File: src/sv/pscc_pkg.sv
package pscc_pkg;

    // Request kinds carried in s_tuser
    localparam logic [1:0] REQ_BYTE = 2'd0;
    localparam logic [1:0] REQ_PWM  = 2'd1;
    localparam logic [1:0] REQ_STEP = 2'd2;
    localparam logic [1:0] REQ_ACK  = 2'd3;

    // Command bytes
    localparam logic [7:0] CMD_START    = 8'hBE;
    localparam logic [7:0] CMD_PEN_UP   = 8'hC0;
    localparam logic [7:0] CMD_PEN_DOWN = 8'hC1;
    localparam logic [7:0] CMD_END      = 8'hDE;
    localparam logic [7:0] CMD_BACK     = 8'h01;
    localparam logic [7:0] CMD_HOLD     = 8'h11;
    localparam logic [7:0] CMD_FWD      = 8'h10;

    // Controller phases
    localparam logic [1:0] PH_IDLE   = 2'd0;
    localparam logic [1:0] PH_RECV   = 2'd1;
    localparam logic [1:0] PH_MOVING = 2'd2;
    localparam logic [1:0] PH_DONE   = 2'd3;

    // Direction codes, two's complement
    localparam logic signed [1:0] DIR_BACK = -2'sd1;
    localparam logic signed [1:0] DIR_HOLD = 2'sd0;
    localparam logic signed [1:0] DIR_FWD  = 2'sd1;

    // Register indexes on the APB port
    localparam logic [1:0] REG_PEN_UP   = 2'd0;
    localparam logic [1:0] REG_PEN_DOWN = 2'd1;
    localparam logic [1:0] REG_PERIOD   = 2'd2;

    // Register reset values
    localparam logic [7:0] PEN_UP_RESET   = 8'd11;
    localparam logic [7:0] PEN_DOWN_RESET = 8'd9;
    localparam logic [7:0] PERIOD_RESET   = 8'd160;

    localparam int unsigned ADDR_W = 4;

    typedef struct packed {
        logic [7:0] pen_up_width;
        logic [7:0] pen_down_width;
        logic [7:0] pwm_period;
    } cfg_t;

    typedef struct packed {
        logic              step_valid;
        logic signed [1:0] step_a;
        logic signed [1:0] step_b;
        logic              pwm_level;
        logic [1:0]        ctrl_phase;
    } res_t;

endpackage

File: src/sv/pscc_cfg.sv
module pscc_cfg (
    input  logic                          aclk,
    input  logic                          aresetn,
    input  logic                          psel,
    input  logic                          penable,
    input  logic                          pwrite,
    input  logic [pscc_pkg::ADDR_W-1:0]   paddr,
    input  logic [31:0]                   pwdata,
    output logic [31:0]                   prdata,
    output logic                          pready,
    output pscc_pkg::cfg_t                cfg
);
    import pscc_pkg::*;

    logic [7:0] pen_up_reg;
    logic [7:0] pen_down_reg;
    logic [7:0] period_reg;
    logic       wr_en;
    logic [1:0] reg_idx;

    assign pready  = 1'b1;
    assign wr_en   = psel & penable & pwrite & pready;
    assign reg_idx = paddr[3:2];

    // Write the addressed register
    always_ff @(posedge aclk) begin
        if (!aresetn) begin
            pen_up_reg   <= PEN_UP_RESET;
            pen_down_reg <= PEN_DOWN_RESET;
            period_reg   <= PERIOD_RESET;
        end else if (wr_en) begin
            unique case (reg_idx)
                REG_PEN_UP:   pen_up_reg   <= pwdata[7:0];
                REG_PEN_DOWN: pen_down_reg <= pwdata[7:0];
                REG_PERIOD:   period_reg   <= pwdata[7:0];
                default: ;
            endcase
        end
    end

    // Decode reads
    always_comb begin
        prdata = 32'd0;
        unique case (reg_idx)
            REG_PEN_UP:   prdata = {24'd0, pen_up_reg};
            REG_PEN_DOWN: prdata = {24'd0, pen_down_reg};
            REG_PERIOD:   prdata = {24'd0, period_reg};
            default:      prdata = 32'd0;
        endcase
    end

    assign cfg.pen_up_width   = pen_up_reg;
    assign cfg.pen_down_width = pen_down_reg;
    assign cfg.pwm_period     = period_reg;

endmodule

File: src/sv/pscc_core.sv
module pscc_core (
    input  logic            aclk,
    input  logic            aresetn,
    input  logic            fire,
    input  logic [1:0]      req_type,
    input  logic [7:0]      rx_byte,
    input  pscc_pkg::cfg_t  cfg,
    output pscc_pkg::res_t  res
);
    import pscc_pkg::*;

    logic [1:0]        phase_reg,   phase_next;
    logic              tgt_b_reg,   tgt_b_next;
    logic signed [1:0] dir_a_reg,   dir_a_next;
    logic signed [1:0] dir_b_reg,   dir_b_next;
    logic [7:0]        width_reg,   width_next;
    logic [7:0]        count_reg,   count_next;
    logic              pwm_reg,     pwm_next;
    logic [7:0]        count_inc;
    logic              step_fire;
    logic              dir_set;
    logic signed [1:0] dir_code;

    assign count_inc = count_reg + 8'd1;

    // Decode a direction byte
    always_comb begin
        dir_set  = 1'b1;
        dir_code = DIR_HOLD;
        case (rx_byte)
            CMD_BACK: dir_code = DIR_BACK;
            CMD_HOLD: dir_code = DIR_HOLD;
            CMD_FWD:  dir_code = DIR_FWD;
            default:  dir_set  = 1'b0;
        endcase
    end

    // Compute the next state for the item in hand
    always_comb begin
        phase_next = phase_reg;
        tgt_b_next = tgt_b_reg;
        dir_a_next = dir_a_reg;
        dir_b_next = dir_b_reg;
        width_next = width_reg;
        count_next = count_reg;
        pwm_next   = pwm_reg;
        step_fire  = 1'b0;
        unique case (req_type)
            REQ_BYTE: begin
                if (phase_reg == PH_IDLE) begin
                    if (rx_byte == CMD_START) begin
                        phase_next = PH_RECV;
                        tgt_b_next = 1'b0;
                    end
                end else if (phase_reg == PH_RECV) begin
                    if (rx_byte == CMD_PEN_UP) begin
                        tgt_b_next = 1'b1;
                        width_next = cfg.pen_up_width;
                    end else if (rx_byte == CMD_PEN_DOWN) begin
                        tgt_b_next = 1'b1;
                        width_next = cfg.pen_down_width;
                    end else if (rx_byte == CMD_END) begin
                        phase_next = PH_MOVING;
                    end else if (dir_set) begin
                        if (tgt_b_reg) dir_b_next = dir_code;
                        else           dir_a_next = dir_code;
                    end
                end
            end
            REQ_PWM: begin
                pwm_next   = (count_reg < width_reg);
                count_next = (count_inc >= cfg.pwm_period) ? 8'd0 : count_inc;
            end
            REQ_STEP: begin
                if (phase_reg == PH_MOVING) begin
                    step_fire  = 1'b1;
                    phase_next = PH_DONE;
                end
            end
            REQ_ACK: begin
                if (phase_reg == PH_DONE) phase_next = PH_IDLE;
            end
            default: ;
        endcase
    end

    // Advance state when the item leaves the input stage
    always_ff @(posedge aclk) begin
        if (!aresetn) begin
            phase_reg <= PH_IDLE;
            tgt_b_reg <= 1'b0;
            dir_a_reg <= DIR_HOLD;
            dir_b_reg <= DIR_HOLD;
            width_reg <= PEN_UP_RESET;
            count_reg <= 8'd0;
            pwm_reg   <= 1'b0;
        end else if (fire) begin
            phase_reg <= phase_next;
            tgt_b_reg <= tgt_b_next;
            dir_a_reg <= dir_a_next;
            dir_b_reg <= dir_b_next;
            width_reg <= width_next;
            count_reg <= count_next;
            pwm_reg   <= pwm_next;
        end
    end

    assign res.step_valid = step_fire;
    assign res.step_a     = step_fire ? dir_a_reg : DIR_HOLD;
    assign res.step_b     = step_fire ? dir_b_reg : DIR_HOLD;
    assign res.pwm_level  = pwm_next;
    assign res.ctrl_phase = phase_next;

endmodule

File: src/sv/pen_step_command_controller.sv
// Channel   | Dir | Handshake          | Payload
// ----------+-----+--------------------+------------------------------------------
// s_        | in  | s_tvalid/s_tready  | tdata: rx_byte; tuser: req_type
// m_        | out | m_tvalid/m_tready  | tdata: step_a,step_b,pwm_level,ctrl_phase;
//           |     |                    | tuser: step_valid
// APB       | in  | psel/penable       | pen_up_width, pen_down_width, pwm_period
//
// An input word becomes a result word through one input register, then the state
// update and result register. One word per cycle is sustained while m_tready is
// high; the single shared state update sets this rate.
// Reset (aresetn low, synchronous) empties both stages and restores defaults.
// A stalled m_ side holds its word; s_tready drops only when both stages are full.
module pen_step_command_controller (
    input  logic                         aclk,
    input  logic                         aresetn,
    input  logic                         s_tvalid,
    output logic                         s_tready,
    input  logic [7:0]                   s_tdata,  // [7:0] rx_byte
    input  logic [1:0]                   s_tuser,  // [1:0] req_type
    output logic                         m_tvalid,
    input  logic                         m_tready,
    output logic [7:0]                   m_tdata,  // [1:0] step_a, [3:2] step_b,
                                                   // [4] pwm_level, [6:5] ctrl_phase
    output logic                         m_tuser,  // [0] step_valid
    input  logic                         psel,
    input  logic                         penable,
    input  logic                         pwrite,
    input  logic [pscc_pkg::ADDR_W-1:0]  paddr,
    input  logic [31:0]                  pwdata,
    output logic [31:0]                  prdata,
    output logic                         pready
);
    import pscc_pkg::*;

    cfg_t       cfg;
    res_t       res;
    logic       in_vld_reg;
    logic [7:0] in_byte_reg;
    logic [1:0] in_req_reg;
    logic       out_vld_reg;
    res_t       out_res_reg;
    logic       out_free;
    logic       fire;

    assign out_free = !out_vld_reg || m_tready;
    assign fire     = in_vld_reg && out_free;
    assign s_tready = !in_vld_reg || out_free;

    // Input stage: load a new word whenever the stage empties
    always_ff @(posedge aclk) begin
        if (!aresetn) begin
            in_vld_reg <= 1'b0;
        end else if (s_tready) begin
            in_vld_reg <= s_tvalid;
        end
    end

    always_ff @(posedge aclk) begin
        if (s_tready && s_tvalid) begin
            in_byte_reg <= s_tdata;
            in_req_reg  <= s_tuser;
        end
    end

    // Output stage: hold while stalled
    always_ff @(posedge aclk) begin
        if (!aresetn) begin
            out_vld_reg <= 1'b0;
        end else if (out_free) begin
            out_vld_reg <= in_vld_reg;
        end
    end

    always_ff @(posedge aclk) begin
        if (fire) begin
            out_res_reg <= res;
        end
    end

    pscc_cfg u_cfg (
        .aclk    (aclk),
        .aresetn (aresetn),
        .psel    (psel),
        .penable (penable),
        .pwrite  (pwrite),
        .paddr   (paddr),
        .pwdata  (pwdata),
        .prdata  (prdata),
        .pready  (pready),
        .cfg     (cfg)
    );

    pscc_core u_core (
        .aclk     (aclk),
        .aresetn  (aresetn),
        .fire     (fire),
        .req_type (in_req_reg),
        .rx_byte  (in_byte_reg),
        .cfg      (cfg),
        .res      (res)
    );

    assign m_tvalid = out_vld_reg;
    assign m_tdata  = {1'b0, out_res_reg.ctrl_phase, out_res_reg.pwm_level,
                       out_res_reg.step_b, out_res_reg.step_a};
    assign m_tuser  = out_res_reg.step_valid;

endmodule

File: config.mk
export PLATFORM = sky130hd
export DESIGN_NAME = pen_step_command_controller
export DESIGN_NICKNAME = d
export VERILOG_FILES = /design/src/sv/pscc_pkg.sv /design/src/sv/pscc_cfg.sv /design/src/sv/pscc_core.sv /design/src/sv/pen_step_command_controller.sv
export SDC_FILE = /design/constraint.sdc
export NUM_CORES = 1
export LEC_CHECK = 0
export BUFFER_PORTS_ARGS = -buffer_cell sky130_fd_sc_hd__buf_2
export CAP_MARGIN = 0
export CORE_MARGIN = 2
export CORE_UTILIZATION = 35
export CTS_CLUSTER_SIZE = 24
export DETAILED_ROUTE_END_ITERATION = 8
export PLACE_DENSITY = 0.7
export REMOVE_ABC_BUFFERS = 1
export SETUP_SLACK_MARGIN = 0.5
export SYNTH_ARGS = -nofsm -noshare
export SYNTH_HDL_FRONTEND = slang
export SYNTH_SLANG_ARGS = --single-unit
export TNS_END_PERCENT = 1
File: constraint.sdc
create_clock -name aclk -period 2.2 [get_ports aclk]
set_input_delay 0 -clock aclk [delete_from_list [all_inputs] [get_ports aclk]]
set_output_delay 0 -clock aclk [all_outputs]
set_load 0.05 [all_outputs]
==> impl_metrics.py, run 1 <==
metrics = {
    "setup_path": {
        "path_class": "flop to flop",
        "worstPathMaxFanout": 6,
        "cp-end-kind": "flop",
        "cp.required_ns": 2.43,
        "r2r_cells": 9,
        "critPathArrivalTime_ns": 2.38,
        "start_kind": "flop",
    },
    "clocking": {
        "clock_latency_ns": 0.34,
        "h-tree-depth": 3,
        "cts_tree": "done",
        "clkSlewWorstSetupHoldPaths_ns": 0.07,
        "cts_max_path_buffers": 2,
        "cts_root_buf": "clkbuf_8",
        "cts_sinks": 68,
        "cts_buffers": 9,
    },
    "logic_synthesis": {
        "synth_area_leaders": "dfxtp_1, edfxtp_1, mux2i_1",
        "synth_edf_count": 18,
        "synth_seq_area_share_pct": 42.9,
        "yosys.area_share.simple_pct": 19.7,
        "syn_avg_cell_area_sq_um": 9.34,
        "syn-instance-count": 385,
        "synth-seq-cells": 68,
        "syn-cell-area_sq_um": 3590,
        "synth_flop_cell": "dfxtp_1",
        "yosys.area.top_type": "dfxtp_1",
        "synthArstFlopShare_pct": 0,
        "synth.mux.area_fraction_pct": 6.96,
        "yosys_warnings": 0,
        "synth_top_area_share_pct": 27.8,
        "synth_top_family_by_area": "simple AND/OR/NAND/NOR gates",
        "yosys.cell_types.count": 54,
        "yosys.area_share.adder_pct": 5.57,
        "synth_compound_area_share_pct": 13.5,
        "synth_xor_xnor_area_share_pct": 1.46,
    },
    "detailed_routing": {
        "finalWirelength_mm": 8.08,
        "drtPass1Iterations": 4,
        "antenna_left": 0,
        "drc": 0,
        "drt-vias-per-instance": 4.82,
        "post_drt_wl_per_cell_microns": 13.4,
        "vias": 2897,
        "drtIter0Drc": 123,
    },
    "cells_and_area": {
        "final_cell_mix": "nand2_1, dfxtp_1, buf_2, conb_1, mux2i_1",
        "antennaDiodeCount": 0,
        "stdcell_count": 601,
        "final.fill_count": 934,
        "flow.area_growth_from_synthesis_pct": 27.0,
        "layout-drive-gt1-share_pct": 26.9,
        "nets": 532,
    },
    "timing": {
        "hold_viol": 0,
        "period_needed_ns": 2.15,
        "slew_headroom_pct": 58.6,
        "layout_worst_path_cycle_share_pct": 97.7,
        "rsz0062_at_grt": "true",
        "skew_ns": 0.00889,
        "slew_violations": 0,
        "worst_hold_slack_ns": 0.0624,
        "timing.fmax_ghz": 0.465,
        "final-setup-viol-count": 0,
        "tightest_slew_ns": 0.620,
    },
    "pwr": {
        "internal-power_w": 0.00203,
        "p_leak_nw": 1.83,
        "irDropWorstVdd_v": 0.000320,
        "switching_share_pct": 27.7,
        "p_per_area_nw_per_um2": 614,
        "pwr-share-comb_pct": 13.1,
        "p_seq_share_pct": 47.8,
        "switchingPower_w": 0.000777,
        "clkPwrFrac_pct": 39.2,
    },
    "placed_design": {
        "hpwl_mm": 5.67,
        "portBuffers": 44,
        "dpl.cell_count": 562,
        "gp_congestion": 0.823,
    },
    "min_path": {
        "hold_path.class": "input pin to flop",
        "whs_path_depth": 3,
    },
    "floorplan": {
        "initial_core_util_pct": 36.4,
        "core-area_sq_um": 9860,
        "rows": 36,
        "die_y_microns": 105,
        "die_w_microns": 105,
        "die_area_sq_um": 11100,
        "ioPinCount": 97,
    },
    "global_route": {
        "antenna_found_initial": 0,
        "overflow": 0,
        "grt_max_degree": 23,
        "grt_pass1_vias": 2837,
        "grt_first_pass_wirelength_mm": 13.4,
        "grt.total_usage_pct": 14.9,
    },
    "run": {
        "drv_cap": 0,
    },
    "status": {
        "status": "finished clean",
    },
}
## Yosys cell counts (6+ instances only)
cell	instances
a21oi_1	18
and2_1	7
buf_2	7
buf_4	27
clkbuf_1	6
dfxtp_1	50
edfxtp_1	18
ha_1	16
inv_1	21
mux2i_1	25
nand2_1	47
nand3_1	20
nor2_1	21
nor2b_1	6
o21ai_0	15
o22ai_1	11
## cell families after synthesis
group                      Yosys count
AOI/OAI and AO/OA                   74
xor gates and xnor gates             6
adders and majority gates           16
buffers and inverters               62
DFF                                 68
muxes                               25
other                                2
and+or+nand+nor                    132
## layer usage
metal	routed length [microns]	up-vias	track usage (%)
li1	-	1462	-
met1	3670	1358	18.7
met2	3920	70	25.0
met3	387	7	3.22
met4	104	0	5.71
met5	0	-	0
## worst max-delay path: stages (launching register included)
cell and delay (ns):
dfxtp_4 0.37, and3_4 0.20, nand3_4 0.10, nor2_4 0.12, xor2_2 0.08, ha_1 0.30, nand4_1 0.09, a211o_1 0.37
and3_4 0.23, a22o_1 0.18
## power groups by stage
stage	Clock (W)	Sequential, W	Combinational [W]
2_1_floorplan	0	0.00139	0.000205
6_report	0.00110	0.00134	0.000366
3_3_place_gp	0	0.00137	0.000325
5_1_grt	0.00118	0.00134	0.000392
4_1_cts	0.00112	0.00134	0.000359
3_5_place_dp	0	0.00137	0.000329
## repair_timing
item / CTS / global route
endpoints found under the hold margin: 36 / 0
hold buffers: 20 / 0
endpoints found under the setup margin: 16 / 21
setup buffers: 2 / 1
pin swaps: 10 / 25
gates resized for setup: 14 / 27
## path summary, 6_finish.rpt
path / startpoint / to / slack [ns]
min reg2reg: u_core.pwm_reg / u_core.pwm_reg / 0.46
max: u_core.count_reg[1] / u_core.count_reg[4] / 0.05
min: aresetn / u_core.pwm_reg / 0.06
max reg2reg: u_core.count_reg[1] / u_core.count_reg[4] / 0.05
## through the flow
stage	power (W)	utilization, %	cell area, sq um	TNS (ns)	setup WS [ns]
final	0.00280	46.3	4570	0	0.0501
after global routing	0.00292	46.3	4570	-0.259	-0.0584
after CTS	0.00281	44.9	4430	0	0.142
after detailed placement	0.00170	39.8	3930	-0.157	-0.0350
after global placement	0.00169	39.8	3930	0	0.0273
after floorplan	0.00160	-	3410	0	0.0669
## area by class of cell
type                       instances  area (sq um)  share of cell area (%)
sequential                        68          1550                    34.0
inverter                          21          78.8                    1.73
multi-input combinational        279          1960                    43.0
tap                              133           166                    3.64
timing repair buffer              84           578                    12.7
clock inverter                     3          23.8                   0.521
clock buffer                      13           201                    4.41
Note: power is estimated with default switching activity, not from simulation.
==> run 2, diff against run 1 <==
- CORE_MARGIN: 2 -> 3
==> run 2 against run 1 <==
- non-clock buffer count is 3 higher
- clock skew is 0.00056 ns lower
- final cell count is 0.50% higher
- register-to-register slack better by 0.12 ns
- routed wire length is 3.0% higher
- total power is 8.4% lower
- critical path depth is 1 higher
- final area is 2.2% lower
- highest routed layer unchanged
==> impl_metrics.py, run 2 (synthesis gave the netlist of run 1 again) <==
metrics = {
    "placed_design": {
        "hpwl_mm": 6.01,
        "portBuffers": 44,
        "dpl.cell_count": 563,
        "gp_congestion": 0.828,
    },
    "global_route": {
        "grt_pass1_vias": 2933,
        "grt_first_pass_wirelength_mm": 13.5,
        "overflow": 0,
        "grt_max_degree": 23,
        "antenna_found_initial": 0,
        "grt.total_usage_pct": 14.6,
    },
    "cells_and_area": {
        "final.fill_count": 949,
        "flow.area_growth_from_synthesis_pct": 24.2,
        "layout-drive-gt1-share_pct": 24.0,
        "utilization_pct": 45.3,
        "final_cell_mix": "nand2_1, dfxtp_1, buf_2, conb_1, mux2i_1",
        "antennaDiodeCount": 0,
        "stdcell_count": 604,
        "nets": 535,
    },
    "setup_path": {
        "start_kind": "flop",
        "cp.required_ns": 2.43,
        "r2r-end": "u_core.count_reg[5]",
        "worstPathMaxFanout": 5,
        "regToRegStartpoint": "u_core.count_reg[0]",
        "crit_start": "u_core.count_reg[0]",
        "r2r_cells": 10,
        "crit_end": "u_core.count_reg[5]",
        "critPathArrivalTime_ns": 2.26,
        "cp-end-kind": "flop",
        "path_class": "flop to flop",
        "ff2ff_setup_slack_ns": 0.17,
    },
    "pwr": {
        "p_total_w": 0.00257,
        "p_leak_nw": 1.79,
        "irDropWorstVdd_v": 0.000400,
        "p_per_area_nw_per_um2": 575,
    },
    "floorplan": {
        "core-area_sq_um": 9860,
        "die_y_microns": 107,
        "ioPinCount": 97,
        "initial_core_util_pct": 36.4,
        "die_area_sq_um": 11500,
        "rows": 36,
        "die_w_microns": 107,
    },
    "timing": {
        "slew_headroom_pct": 61.7,
        "final-setup-viol-count": 0,
        "worst_hold_slack_ns": 0.0651,
        "timing.fmax_ghz": 0.492,
        "hold_viol": 0,
        "slew_violations": 0,
        "period_needed_ns": 2.03,
        "setup_tns_ns": 0,
        "tightest_slew_ns": 0.573,
        "skew_ns": 0.00833,
        "layout_worst_path_cycle_share_pct": 92.3,
        "rsz0062_at_grt": "true",
    },
    "clocking": {
        "clkSlewWorstSetupHoldPaths_ns": 0.07,
        "h-tree-depth": 3,
        "cts_max_path_buffers": 2,
        "cts_sinks": 68,
        "cts_buffers": 9,
        "cts_tree": "done",
        "clock_latency_ns": 0.35,
        "cts_root_buf": "clkbuf_8",
    },
    "run": {
        "drv_cap": 0,
    },
    "detailed_routing": {
        "post_drt_wl_per_cell_microns": 13.8,
        "drt-vias-per-instance": 4.91,
        "drtPass1Iterations": 4,
        "vias": 2964,
        "finalWirelength_mm": 8.33,
        "antenna_left": 0,
        "drtIter0Drc": 90,
        "drc": 0,
    },
    "min_path": {
        "hold_path.class": "input pin to flop",
    },
    "status": {
        "status": "finished clean",
    },
}
## run 2: cell count changes in the layout (fill, tap and decap cells not counted), sizes merged
cell	change
clkinv	+2
buf	+3
clkbuf	-2
## run 2: worst max-delay path, stage by stage (launching register included)
cell,delay (ns)
dfxtp_4,0.37
and3_4,0.19
nand3_4,0.11
nor2_4,0.11
xor2_2,0.08
ha_1,0.30
nand4_1,0.09
a211o_1,0.28
buf_6,0.14
a41oi_2,0.15
mux2i_1,0.09
## run 2: area by class of cell
type                       count  area [sq um]  area share [%]
timing repair buffer          87           601            13.5
sequential                    68          1550            34.7
clock inverter                 5          28.8           0.645
inverter                      21          78.8            1.77
tap                          133           166            3.73
clock buffer                  11           131            2.94
multi-input combinational    279          1910            42.7
## run 2: layer usage
metal / up-vias / global-route usage [%] / part of all wire (%) / wire (microns)
li1: 1479 / - / - / -
met1: 1370 / 17.8 / 44 / 3640
met2: 95 / 24.2 / 48 / 3990
met3: 20 / 3.18 / 5.6 / 463
met4: 0 / 7.75 / 2.7 / 228
met5: - / 0 / 0 / 0
## run 2: what timing repair did
item | 4_1_cts | 5_1_grt
hold buffers | 20 | 0
endpoints found under the setup margin | 16 | 25
hold endpoints to repair | 36 | 0
pin swaps | 10 | 8
gates resized for setup | 16 | 11
buffers inserted | 4 | 1
## run 2: how the worst min path moves through the flow
stage	start	to	slack, ns	cells after the start
after floorplan	aresetn	u_cfg.pen_up_reg[0]	0.06	1
after global placement	s_tdata[4]	in_byte_reg[4]	0.18	1
after detailed placement	s_tdata[0]	in_byte_reg[0]	0.18	1
after CTS	aresetn	u_core.pwm_reg	0.05	3
after global routing	aresetn	u_core.pwm_reg	0.07	3
final	aresetn	u_core.pwm_reg	0.07	3
## run 2: metrics by stage
stage          cell area [sq um]  setup WS (ns)
2_1_floorplan               3410         0.0669
3_3_place_gp                3940         0.0305
3_5_place_dp                3940        -0.0516
4_1_cts                     4400          0.166
5_1_grt                     4460         0.0404
6_report                    4460          0.169
## run 2: power breakdown
part / total [W] / internal (W) / switching (W)
Clock: 0.000866 / 0.000401 / 0.000465
Sequential: 0.00134 / 0.00131 / 0.0000300
Combinational: 0.000359 / 0.000102 / 0.000257
==> run 3, diff against run 2 <==
- CORE_ASPECT_RATIO: default -> 0.5
- SETUP_SLACK_MARGIN: 0.5 -> 0.1
- clock period: 2.2 -> 1.81 ns (I/O delays scaled with it)
==> run 3 against run 2 <==
- the run now ends with negative setup slack left
- clock skew down 0.0028 ns
- largest power group is now the clock network
- critical endpoint is now u_core.count_reg[2]
- critical path type unchanged
- sequential share of layout area shrank 1.9 points
- total power rose by 51%
- via count rose by 0.44%
==> impl_metrics.py, run 3 (synthesis gave the netlist of run 1 again) <==
metrics = {
    "clocking": {
        "clock_latency_ns": 0.33,
        "cts_buffers": 9,
        "cts_sinks": 68,
        "cts_tree": "done",
        "cts_root_buf": "clkbuf_16",
        "cts_max_path_buffers": 2,
        "h-tree-depth": 3,
        "clkSlewWorstSetupHoldPaths_ns": 0.05,
    },
    "setup_path": {
        "path_class": "flop to flop",
        "worstPathMaxFanout": 5,
        "crit_start": "u_core.count_reg[1]",
        "regToRegStartpoint": "u_core.count_reg[1]",
        "cp.required_ns": 2.06,
        "cp-end-kind": "flop",
        "critPathArrivalTime_ns": 2.30,
        "start_kind": "flop",
    },
    "min_path": {
        "hold_path.class": "input pin to flop",
        "min_from": "paddr[2]",
    },
    "global_route": {
        "antenna_found_initial": 0,
        "overflow": 0,
        "grt.total_usage_pct": 15.4,
        "grt_pass1_vias": 2840,
        "grt_first_pass_wirelength_mm": 14.1,
        "grt_max_degree": 23,
    },
    "detailed_routing": {
        "drtIter0Drc": 213,
        "post_drt_wl_per_cell_microns": 13.9,
        "antenna_left": 0,
        "finalWirelength_mm": 8.63,
        "drc": 0,
        "drt-vias-per-instance": 4.81,
        "drtPass1Iterations": 6,
        "vias": 2977,
    },
    "floorplan": {
        "initial_core_util_pct": 37.0,
        "rows": 25,
        "die_area_sq_um": 11600,
        "die_y_microns": 77.7,
        "ioPinCount": 97,
        "core-area_sq_um": 9730,
        "die_w_microns": 149,
    },
    "pwr": {
        "p_per_area_nw_per_um2": 819,
        "irDropWorstVdd_v": 0.000475,
        "p_total_w": 0.00387,
        "p_leak_nw": 1.93,
    },
    "timing": {
        "setup_tns_ns": -1.71,
        "period_needed_ns": 2.05,
        "rsz0062_at_grt": "true",
        "hold_viol": 0,
        "final-setup-viol-count": 8,
        "slew_headroom_pct": 58.9,
        "skew_ns": 0.00548,
        "tightest_slew_ns": 0.615,
        "layout_worst_path_cycle_share_pct": 113,
        "timing.fmax_ghz": 0.488,
        "slew_violations": 0,
        "timing.final.ws_setup_ns": -0.238,
    },
    "cells_and_area": {
        "layout-drive-gt1-share_pct": 26.2,
        "final_cell_mix": "nand2_1, dfxtp_1, buf_2, buf_4, conb_1",
        "flow.area_growth_from_synthesis_pct": 31.3,
        "stdcell_area_sq_um": 4720,
        "nets": 548,
        "antennaDiodeCount": 0,
        "final_common_cell": "nand2_1",
        "stdcell_count": 619,
        "final.fill_count": 882,
    },
    "placed_design": {
        "dpl.cell_count": 579,
        "gp_congestion": 0.830,
        "postPlaceCellArea_sq_um": 4060,
        "hpwl_mm": 5.92,
        "portBuffers": 44,
    },
    "status": {
        "violations": "negative setup slack",
        "status": "finished with violations",
    },
    "run": {
        "drv_cap": 0,
    },
}
## run 3: cell types whose count changed in the layout (fill, tap and decap cells not counted), sizes merged
cell / previous run / this run
clkinv: 3 / 2
buf: 67 / 79
bufinv: 0 / 1
dlygate4sd3: 20 / 21
clkinvlp: 2 / 0
clkbuf: 11 / 13
## run 3: worst max-delay path, stage by stage (launching register included)
cell and delay [ns]:
dfxtp_4 0.37, ha_4 0.16, nand3_4 0.10, nor2_4 0.14, xor2_2 0.18, ha_1 0.26, nor2b_1 0.13, o21ai_1 0.18
buf_4 0.18, a41oi_2 0.11, mux2i_1 0.17
## run 3: path summary, 6_finish.rpt
| check | endpoint | slack, ns | depth (start not counted) |
|---|---|---|---|
| worst max-delay path | u_core.count_reg[2] | -0.24 | 10 |
| worst min-delay path | u_cfg.pen_down_reg[4] | 0.19 | 3 |
| worst max register to register | u_core.count_reg[2] | -0.24 | 10 |
| worst min register to register | u_core.dir_b_reg[0] | 0.46 | 2 |
## run 3: through the flow
step | util (%) | hold WS, ns | worst slack (ns)
2_1_floorplan | - | 0.0619 | -0.323
3_3_place_gp | 41.7 | 0.176 | -0.349
3_5_place_dp | 41.7 | 0.179 | -0.413
4_1_cts | 48.0 | 0.168 | -0.203
5_1_grt | 48.5 | 0.214 | -0.351
6_report | 48.5 | 0.187 | -0.238
## run 3: where the power goes
group / leakage [nW] / internal, W / switching (W)
sequential: 0.582 / 0.00160 / 0.0000285
clock: 0.149 / 0.00115 / 0.000625
combinational: 1.20 / 0.000135 / 0.000329
## run 3: what timing repair did
item	4_1_cts	5_1_grt
hold buffers	21	0
endpoints found under the setup margin	9	17
pin swaps	13	7
gates resized for setup	20	10
setup buffers	3	0
endpoints found under the hold margin	39	0
cloned	0	0
## run 3: cell type report
type | instances | area (sq um) | share of cell area, %
inverters | 21 | 78.8 | 1.67
clock buffers | 13 | 262 | 5.54
multi-input cells | 279 | 1900 | 40.3
repair buffers | 100 | 717 | 15.2
flip-flops and latches | 68 | 1550 | 32.8
clock inverters | 3 | 43.8 | 0.928
well taps | 135 | 169 | 3.58
## run 3: layer usage
metal / track usage [%] / share of wire [%] / vias up
li1: - / - / 1504
met1: 20.4 / 47 / 1384
met2: 24.5 / 46 / 79
met3: 3.97 / 5.9 / 10
met4: 5.21 / 1.3 / 0
met5: 0 / 0 / -
